$ cat config.mk
export PLATFORM = sky130hd
export DESIGN_NAME = max_priority_queue_with_fifo_pop
export DESIGN_NICKNAME = d
export VERILOG_FILES = /design/src/mpq_pkg.sv /design/src/max_priority_queue_with_fifo_pop.sv /design/src/mpq_ctrl.sv /design/src/mpq_datapath.sv
export SDC_FILE = /design/constraint.sdc
export NUM_CORES = 1
export LEC_CHECK = 0
export BUFFER_PORTS_ARGS = -buffer_cell sky130_fd_sc_hd__buf_4
export CORE_MARGIN = 4
export CORE_UTILIZATION = 40
export CTS_BUF_LIST = sky130_fd_sc_hd__clkbuf_8
export DETAILED_ROUTE_END_ITERATION = 6
export GPL_TIMING_DRIVEN = 0
export PLACE_DENSITY = 0.65
export SLEW_MARGIN = 25
export SYNTH_ARGS = -nofsm -noshare
export SYNTH_HDL_FRONTEND = slang
export SYNTH_SLANG_ARGS = --single-unit
$ cat constraint.sdc
create_clock -name i_clk -period 7.6 [get_ports i_clk]
set_input_delay 1.52 -clock i_clk [delete_from_list [all_inputs] [get_ports i_clk]]
set_output_delay 1.52 -clock i_clk [all_outputs]
set_load 0.005 [all_outputs]
$ cat src/mpq_pkg.sv
// ----------------------------------------------------------------------------
// mpq_pkg
// Shared types and codes for the priority queue block.
// ----------------------------------------------------------------------------
package mpq_pkg;

    localparam int VAL_W = 8;
    localparam int PRI_W = 8;
    localparam int OCC_W = 5;

    typedef enum logic [1:0] {
        KIND_PUSH       = 2'd0,
        KIND_POP_OLDEST = 2'd1,
        KIND_POP_MAX    = 2'd2,
        KIND_PEEK_MAX   = 2'd3
    } t_kind;

    typedef enum logic [1:0] {
        ST_OK    = 2'd0,
        ST_EMPTY = 2'd1,
        ST_FULL  = 2'd2
    } t_status;

    typedef enum logic [1:0] {
        S_IDLE,
        S_SCAN,
        S_DONE
    } t_state;

    // controller -> datapath
    typedef struct packed {
        logic load;    // capture the incoming operation
        logic scan;    // compare one entry against the running max
        logic commit;  // apply update, load output register
    } t_dp_cmd;

    // datapath -> controller
    typedef struct packed {
        logic needs_scan;  // incoming op is a max op on a non-empty queue
        logic scan_last;   // scan is at the oldest entry
        logic out_free;    // output register can take a result this cycle
    } t_dp_stat;

endpackage

$ cat src/max_priority_queue_with_fifo_pop.sv
// ----------------------------------------------------------------------------
// max_priority_queue_with_fifo_pop
// Bounded queue of (value, priority) entries with FIFO pop and max pop/peek.
// ----------------------------------------------------------------------------
// Input beats carry one operation: tuser = kind (push, pop oldest, pop max,
// peek max), tdata = value and priority. Every input beat yields exactly one
// output beat with result value, status (ok, empty, full) and occupancy.
// Push and pop-oldest go from accept straight to the commit state. Pop-max
// and peek-max on a non-empty queue first run a max search that walks the
// entries one per cycle, newest to oldest, through a single compare unit.
// One operation is in flight at a time; s_axis_tready is high only while
// the sequencer is idle, so a new beat is taken only after the previous
// operation has committed its result.
// Results sit in an output register; a stalled receiver holds the finished
// beat there while the next operation is accepted and worked on; its commit
// then waits until the register frees up.
// Reset empties the queue and drops any pending result; entry contents are
// not cleared, as only occupied entries are ever read.
// ----------------------------------------------------------------------------
module max_priority_queue_with_fifo_pop #(
    parameter int QUEUE_DEPTH = 16
) (
    input  logic        i_clk,
    input  logic        i_rst_n,
    input  logic        s_axis_tvalid,
    output logic        s_axis_tready,
    input  logic [15:0] s_axis_tdata,   // [7:0] value, [15:8] priority_req
    input  logic [1:0]  s_axis_tuser,   // [1:0] kind
    output logic        m_axis_tvalid,
    input  logic        m_axis_tready,
    output logic [15:0] m_axis_tdata    // [7:0] result_value, [9:8] status,
                                        // [14:10] occupancy, [15] zero
);
    import mpq_pkg::*;

    t_dp_cmd          cmd;
    t_dp_stat         stat;
    logic [VAL_W-1:0] res_val;
    t_status          res_st;
    logic [OCC_W-1:0] res_occ;

    mpq_ctrl u_ctrl (
        .i_clk      (i_clk),
        .i_rst_n    (i_rst_n),
        .i_in_valid (s_axis_tvalid),
        .o_in_ready (s_axis_tready),
        .i_stat     (stat),
        .o_cmd      (cmd)
    );

    mpq_datapath #(
        .QUEUE_DEPTH (QUEUE_DEPTH)
    ) u_dp (
        .i_clk          (i_clk),
        .i_rst_n        (i_rst_n),
        .i_cmd          (cmd),
        .o_stat         (stat),
        .i_kind         (t_kind'(s_axis_tuser)),
        .i_value        (s_axis_tdata[7:0]),
        .i_priority_req (s_axis_tdata[15:8]),
        .i_out_ready    (m_axis_tready),
        .o_out_valid    (m_axis_tvalid),
        .o_result_value (res_val),
        .o_status       (res_st),
        .o_occupancy    (res_occ)
    );

    assign m_axis_tdata = {1'b0, res_occ, res_st, res_val};

endmodule

$ cat src/mpq_ctrl.sv
// ----------------------------------------------------------------------------
// mpq_ctrl
// Sequencer: accept an operation, run the max scan if needed, then commit.
// ----------------------------------------------------------------------------
module mpq_ctrl (
    input  logic              i_clk,
    input  logic              i_rst_n,
    input  logic              i_in_valid,
    output logic              o_in_ready,
    input  mpq_pkg::t_dp_stat i_stat,
    output mpq_pkg::t_dp_cmd  o_cmd
);
    import mpq_pkg::*;

    t_state r_state;
    t_state n_state;

    always_ff @(posedge i_clk) begin
        if (!i_rst_n) begin
            r_state <= S_IDLE;
        end else begin
            r_state <= n_state;
        end
    end

    always_comb begin
        n_state      = r_state;
        o_in_ready   = 1'b0;
        o_cmd.load   = 1'b0;
        o_cmd.scan   = 1'b0;
        o_cmd.commit = 1'b0;
        case (r_state)
            S_IDLE: begin
                o_in_ready = 1'b1;
                if (i_in_valid) begin
                    o_cmd.load = 1'b1;
                    n_state    = i_stat.needs_scan ? S_SCAN : S_DONE;
                end
            end
            S_SCAN: begin
                o_cmd.scan = 1'b1;
                if (i_stat.scan_last) begin
                    n_state = S_DONE;
                end
            end
            S_DONE: begin
                if (i_stat.out_free) begin
                    o_cmd.commit = 1'b1;
                    n_state      = S_IDLE;
                end
            end
            default: begin
                n_state = S_IDLE;
            end
        endcase
    end

endmodule

$ cat src/mpq_datapath.sv
// ----------------------------------------------------------------------------
// mpq_datapath
// Entry cells in arrival order, serial max scan and the output register.
// ----------------------------------------------------------------------------
module mpq_datapath #(
    parameter int QUEUE_DEPTH = 16
) (
    input  logic                      i_clk,
    input  logic                      i_rst_n,
    input  mpq_pkg::t_dp_cmd          i_cmd,
    output mpq_pkg::t_dp_stat         o_stat,
    input  mpq_pkg::t_kind            i_kind,
    input  logic [mpq_pkg::VAL_W-1:0] i_value,
    input  logic [mpq_pkg::PRI_W-1:0] i_priority_req,
    input  logic                      i_out_ready,
    output logic                      o_out_valid,
    output logic [mpq_pkg::VAL_W-1:0] o_result_value,
    output mpq_pkg::t_status          o_status,
    output logic [mpq_pkg::OCC_W-1:0] o_occupancy
);
    import mpq_pkg::*;

    localparam int CW = $clog2(QUEUE_DEPTH + 1);
    localparam int IW = $clog2(QUEUE_DEPTH);

    logic [VAL_W-1:0] r_val [QUEUE_DEPTH];
    logic [PRI_W-1:0] r_pri [QUEUE_DEPTH];
    logic [CW-1:0]    r_count;

    t_kind            r_kind;
    logic [VAL_W-1:0] r_value;
    logic [PRI_W-1:0] r_prio;

    logic [IW-1:0]    r_idx;
    logic             r_best_vld;
    logic [PRI_W-1:0] r_best_pri;
    logic [VAL_W-1:0] r_best_val;
    logic [IW-1:0]    r_best_pos;

    logic             r_out_vld;
    logic [VAL_W-1:0] r_res_val;
    t_status          r_res_st;
    logic [OCC_W-1:0] r_res_occ;

    logic [CW-1:0]       cnt_m1;
    logic [PRI_W-1:0]    scan_pri;
    logic                scan_take;
    logic                do_push;
    logic                do_remove;
    logic [IW-1:0]       rm_pos;
    logic [VAL_W-1:0]    res_val;
    t_status             res_st;
    logic [CW-1:0]       n_count;
    logic [CW+OCC_W-1:0] occ_ext;

    assign cnt_m1    = r_count - CW'(1);
    assign scan_pri  = r_pri[r_idx];
    // newest first, strict compare: ties keep the newer entry
    assign scan_take = !r_best_vld || (scan_pri > r_best_pri);

    assign o_stat.needs_scan = ((i_kind == KIND_POP_MAX) || (i_kind == KIND_PEEK_MAX))
                               && (r_count != '0);
    assign o_stat.scan_last  = (r_idx == '0);
    assign o_stat.out_free   = !r_out_vld || i_out_ready;

    always_comb begin
        do_push   = 1'b0;
        do_remove = 1'b0;
        rm_pos    = '0;
        res_val   = '0;
        res_st    = ST_OK;
        n_count   = r_count;
        case (r_kind)
            KIND_PUSH: begin
                if (r_count == CW'(QUEUE_DEPTH)) begin
                    res_st = ST_FULL;
                end else begin
                    do_push = 1'b1;
                    n_count = r_count + CW'(1);
                    res_val = r_value;
                end
            end
            KIND_POP_OLDEST: begin
                if (r_count == '0) begin
                    res_st = ST_EMPTY;
                end else begin
                    res_val   = r_val[0];
                    do_remove = 1'b1;
                    n_count   = cnt_m1;
                end
            end
            KIND_POP_MAX: begin
                if (r_count == '0) begin
                    res_st = ST_EMPTY;
                end else begin
                    res_val   = r_best_val;
                    rm_pos    = r_best_pos;
                    do_remove = 1'b1;
                    n_count   = cnt_m1;
                end
            end
            KIND_PEEK_MAX: begin
                if (r_count == '0) begin
                    res_st = ST_EMPTY;
                end else begin
                    res_val = r_best_val;
                end
            end
            default: begin
                res_st = ST_OK;
            end
        endcase
    end

    assign occ_ext = {{OCC_W{1'b0}}, n_count};

    // entry cells: push writes at the tail, removal shifts the upper part down
    for (genvar g = 0; g < QUEUE_DEPTH; g++) begin : g_cell
        if (g < QUEUE_DEPTH - 1) begin : g_shift
            always_ff @(posedge i_clk) begin
                if (i_cmd.commit) begin
                    if (do_push && (r_count[IW-1:0] == IW'(g))) begin
                        r_val[g] <= r_value;
                        r_pri[g] <= r_prio;
                    end else if (do_remove && (IW'(g) >= rm_pos)) begin
                        r_val[g] <= r_val[g+1];
                        r_pri[g] <= r_pri[g+1];
                    end
                end
            end
        end else begin : g_top
            always_ff @(posedge i_clk) begin
                if (i_cmd.commit && do_push && (r_count[IW-1:0] == IW'(g))) begin
                    r_val[g] <= r_value;
                    r_pri[g] <= r_prio;
                end
            end
        end
    end

    always_ff @(posedge i_clk) begin
        if (!i_rst_n) begin
            r_count   <= '0;
            r_out_vld <= 1'b0;
        end else begin
            if (i_cmd.commit) begin
                r_count   <= n_count;
                r_out_vld <= 1'b1;
            end else if (i_out_ready) begin
                r_out_vld <= 1'b0;
            end
        end
    end

    always_ff @(posedge i_clk) begin
        if (i_cmd.load) begin
            r_kind     <= i_kind;
            r_value    <= i_value;
            r_prio     <= i_priority_req;
            r_idx      <= cnt_m1[IW-1:0];
            r_best_vld <= 1'b0;
        end else if (i_cmd.scan) begin
            if (scan_take) begin
                r_best_pri <= scan_pri;
                r_best_val <= r_val[r_idx];
                r_best_pos <= r_idx;
            end
            r_best_vld <= 1'b1;
            r_idx      <= r_idx - IW'(1);
        end
        if (i_cmd.commit) begin
            r_res_val <= res_val;
            r_res_st  <= res_st;
            r_res_occ <= occ_ext[OCC_W-1:0];
        end
    end

    assign o_out_valid    = r_out_vld;
    assign o_result_value = r_res_val;
    assign o_status       = r_res_st;
    assign o_occupancy    = r_res_occ;

endmodule

Word level (Yosys, flattened, before mapping)
Memory sizes are Yosys's and may differ from the RTL's. A register that Yosys moved wholly into a read port is not among the register bits.
Index checks and enable logic that the tools add are counted.
- output and inout port bits: 18
- bits of input ports: 22
- logic and storage cells: 319
- memories: 2
- register bits: 58
- RAM bits: 256
- muxes and demuxes: 175
- equality and inequality tests: 26
- reductions and logical operators: 53
- bitwise logic cells: 31
- $lt $le $gt $ge: 16
- $add $sub $neg: 3
- memory list (name ; depth ; width ; rd ports ; clocked after Yosys merged registers in ; write ports ; RTL line ; source):
    u_dp.r_pri ; 16 ; 8 ; 16 ; 1 ; 15 ; mpq_datapath.sv:27 ; logic [PRI_W-1:0] r_pri [QUEUE_DEPTH];
    u_dp.r_val ; 16 ; 8 ; 17 ; 1 ; 15 ; mpq_datapath.sv:26 ; logic [VAL_W-1:0] r_val [QUEUE_DEPTH];
- operator list (kind ; count):
    2-to-1 mux 8 bit ; 35
    2-to-1 mux 1 bit ; 122
    logical AND 1 bit ; 33
    equality test 4 bit (second input constant) ; 8
    OR 1 bit ; 30
    greater-or-equal comparator 4 bit (first input constant) ; 7
    2-to-1 mux 4 bit ; 7
    case mux 8 bit (3 select lines) ; 1
    equality test 4 x 3 -> 1 bit (second input constant) ; 4
    greater-or-equal comparator 3 x 4 -> 1 bit (first input constant) ; 4
    OR reduction 8 bit ; 2
    equality test 2 bit (second input constant) ; 5
    2-to-1 mux 2 bit ; 5
    2-to-1 mux 5 bit ; 2
    case mux 5 bit (2 select lines) ; 1
    equality test 4 x 2 -> 1 bit (second input constant) ; 2
    greater-or-equal comparator 1 x 4 -> 1 bit (first input constant) ; 2
    greater-or-equal comparator 2 x 4 -> 1 bit (first input constant) ; 2
    greater-than comparator 8 bit ; 1
    logical NOT 4 bit ; 2
    != test 2 bit (second input constant) ; 3
    case mux 2 bit (3 select lines) ; 1
    AND reduction 3 bit ; 2
    adder 5 x 1 -> 5 bit (second input constant) ; 1
    other kinds (15) ; 22

Longest topological paths before layout
- depth in word-level cells: 11
- gate-level depth with buffers: 10
- gate-level depth less buffers: 8

By module
From an unflattened synthesis, not the netlist that was laid out.
- cells, all modules: 1016
- area, all modules: 16204.3 µm²
- modules (own cells, without submodules) (module ; area an instance (µm²) ; instances ; cells each ; seq. area each (µm²)):
    mpq_datapath ; 16069.2 ; 1 ; 999 ; 9619.2
    mpq_ctrl ; 123.9 ; 1 ; 15 ; 40.0
    max_priority_queue_with_fifo_pop ; 11.3 ; 1 ; 2 ; 0.0

Worst setup path after synthesis
Ideal clock, no wire load.
- path type: input to register
- start point: input port m_axis_tready
- end point: memory u_dp.r_pri[1][0] (enable)
- data arrival time: 3730 ps
- required time: 7186 ps
- setup slack: 3456 ps
- path buffers: 1
- stages: 6
- library setup time: 414 ps
- cell sequence: nand2b_1 > nand2b_1 > clkbuf_1 > inv_1 > nand3_1 > o31ai_1
- RTL lines (what ; RTL line ; source):
    start: declaration ; max_priority_queue_with_fifo_pop.sv:30 ; input logic m_axis_tready,
    end: declaration ; mpq_datapath.sv:27 ;

==> reports/results.ini <==
[status]
status=completed

[critical_path]
rr_worst_depth=10
critPathMaxStageDelay_ns=0.71
path_max_fanout=19
cp_cell_sequence=buf_4 > nand2b_1 > nand2b_1 > clkbuf_1 > inv_1 > nand3_1 > o31ai_4 > buf_6 > buf_6
cp-start-kind=primary input
cp-end-kind=flip-flop
crit_slowest_cell=inv_1
path_class=primary input to flip-flop
arrival_ns=4.11
crit_required_ns=7.90

[synth]
synth_area_um2=16800
synth_cells=974
synth.net_count=1014
synth-seq-cells=326
ys_async_sr_fraction=0
synth_ff_type=edfxtp_1
synth_cell_types=69
avgSynthCellArea_um2=17.25
yosysWarnings=0
ys_seq_area_frac=0.5749
synth-edff-count=313

[floorplan]
die_area_um2=45350
die_h_um=212.9
rows=74
boundaryPins=40
core_area_um2=41200
start_util=0.4078
fp.dieW_um=212.9

[sta]
tns_ns=0
relSlewSlack=0.3469
clock-skew-final_ns=0.03364
max_freq_ghz=0.2626
worstMarginPinSlew_ns=0.9796
rsz0062_at_grt=false
finalHoldViolCount=0
fin_crit_ns=3.809
post-route-period-util=0.5011
maxSlewViolCount=0
timing.hold.ws_ns=0.4594
setup_viol=0

[drt]
drc=0
firstDrtPassIters=6
vias=9353
ant_nets=0
wl_per_cell_um=24.89
drt-vias-per-instance=5.631
wl_um=41340
drtIter0Drc=893

[cells_and_area]
drive_gt1_frac=0.4725
area_growth_pct=14.90
fin_area_um2=19300
final_cell_mix=edfxtp_1, mux2_2, mux2_4
final_util=0.4685
multi_input_area_um2=6809
layout_commonest_cell=edfxtp_1
seq_area_um2=9659
nets=1128
n_fill_cell=3543

[clock_network]
cts_setup_buffers=0
clock-sinks=326
cts_tree=built
clk_pin_slew_worst_paths_ns=0.07
cts_root_buffer=clkbuf_8
clock_latency_ns=0.62
cts_max_level=2
cts_buffers=56
ctsResizeCount=0
cts_hold_buf=0
clockBufferDepth=3

[min_path]
whs_path_depth=0
worstHoldPathType=flip-flop to flip-flop

[global_routing]
antenna_found_initial=1
grt_max_degree=20
grt_pass1_vias=9676
grt_overflow=0
gr-usage-all-layers=0.1847
grt_first_pass_wirelength_um=62400

[placed_design]
port-buffer-count=38
post_dp_cell_area_um2=18270
hpwl_um=29860
gp_congestion=0.8474

[power]
total_power_mw=4.495
p_per_area_nw_per_um2=232.9
leakage_nw=6.822
vdd_drop_max_mv=0.1298

[job]
maxCapViolCount=0

## layer usage
| layer | wire (um) | global-route usage | vias to the layer above |
|---|---|---|---|
| met5 | 0 | 0 | - |
| met4 | 1179 | 0.05531 | 0 |
| met1 | 17380 | 0.2525 | 4819 |
| met2 | 19910 | 0.2996 | 318 |
| met3 | 2863 | 0.03923 | 79 |
| li1 | - | - | 4137 |
## path summary, 6_finish.rpt
kind / from / slack, ns / to
min: u_dp.r_idx[1] / 0.46 / u_dp.r_best_pos[1]
max: m_axis_tready / 3.79 / u_dp.r_pri[5][3]
max reg2reg: flip-flop / 3.83 / u_dp.r_best_val[7]
min reg2reg: u_dp.r_idx[1] / 0.46 / u_dp.r_best_pos[1]
## cell usage after synthesis (all sizes together) (2+ instances only)
| library cell | number | area share |
|---|---|---|
| nand2b | 6 | 0.0027 |
| dfxtp | 13 | 0.015 |
| nand3 | 22 | 0.011 |
| o21a | 3 | 0.0013 |
| mux2i | 3 | 0.0018 |
| a31oi | 2 | 0.00074 |
| and3 | 2 | 0.00074 |
| xnor2 | 3 | 0.0016 |
| clkbuf | 29 | 0.0065 |
| or3b | 2 | 0.0010 |
| edfxtp | 313 | 0.56 |
| mux2 | 244 | 0.19 |
| buf | 49 | 0.020 |
| nand4 | 5 | 0.0028 |
| nor3 | 6 | 0.0018 |
| o211ai | 10 | 0.010 |
| ha | 18 | 0.013 |
| o21ai | 22 | 0.0066 |
| nor2b | 10 | 0.0037 |
| a211oi | 2 | 0.00089 |
| mux4 | 80 | 0.11 |
| o31ai | 6 | 0.0027 |
| inv | 22 | 0.0049 |
| o32ai | 3 | 0.0016 |
| a21o | 2 | 0.00089 |
| a21oi | 20 | 0.0060 |
| nand2 | 30 | 0.0073 |
| nor2 | 13 | 0.0029 |
| a22oi | 8 | 0.0036 |
## cell families after synthesis
logic type,Yosys count,share of synthesized area
AND/OR/NAND/NOR,108,0.04103
other,1,0.0002232
AO/OA/AOI/OAI,90,0.04208
flip-flops,326,0.5749
multiplexers,327,0.2947
buffers and inverters,100,0.03158
adder cells (fa/ha/maj),18,0.01341
XOR/XNOR,4,0.002086
## final cells by class
cell class | instances | share of cell area
sequential | 326 | 0.5004
multi-input combinational | 548 | 0.3527
clock buffer | 64 | 0.04563
tap | 532 | 0.03448
timing repair buffer | 56 | 0.03117
buffer | 78 | 0.02333
clock inverter | 34 | 0.007907
inverter | 22 | 0.004278
antenna | 1 | 0.0001296
## critical path, delay by kind of cell
| family | cells | cell delay [ns] |
|---|---|---|
| AO/OA/AOI/OAI | 1 | 0.50 |
| buffers and inverters | 5 | 1.52 |
| AND/OR/NAND/NOR | 3 | 0.55 |
## through the flow
stage,instances,worst slack [ns]
2_1_floorplan,974,3.456
3_3_place_gp,1544,1.291
3_5_place_dp,1562,3.137
4_1_cts,1660,3.786
5_1_grt,1661,3.579
6_report,1661,3.791
## state kept, by name, summed over array words and instances (netlist names), named ones only
register,count
u_dp.r_val,128
u_dp.r_best_vld,1
u_dp.r_count,5
u_dp.r_value,8
u_dp.o_result_value,8
u_dp.r_best_pos,4
u_dp.o_occupancy,5
u_dp.r_kind,2
u_dp.r_best_pri,8
u_dp.o_status,2
u_dp.o_out_valid,1
u_ctrl.r_state,2
u_dp.r_best_val,8
u_dp.r_idx,4
u_dp.r_prio,8
u_dp.r_pri,128
## report_power, final
group	total [mW]	switching [mW]	internal, mW
clock network	1.49	0.726	0.765
registers	2.13	0.0450	2.09
logic	0.871	0.451	0.420
No activity file was read; power rests on OpenSTA's default activity.
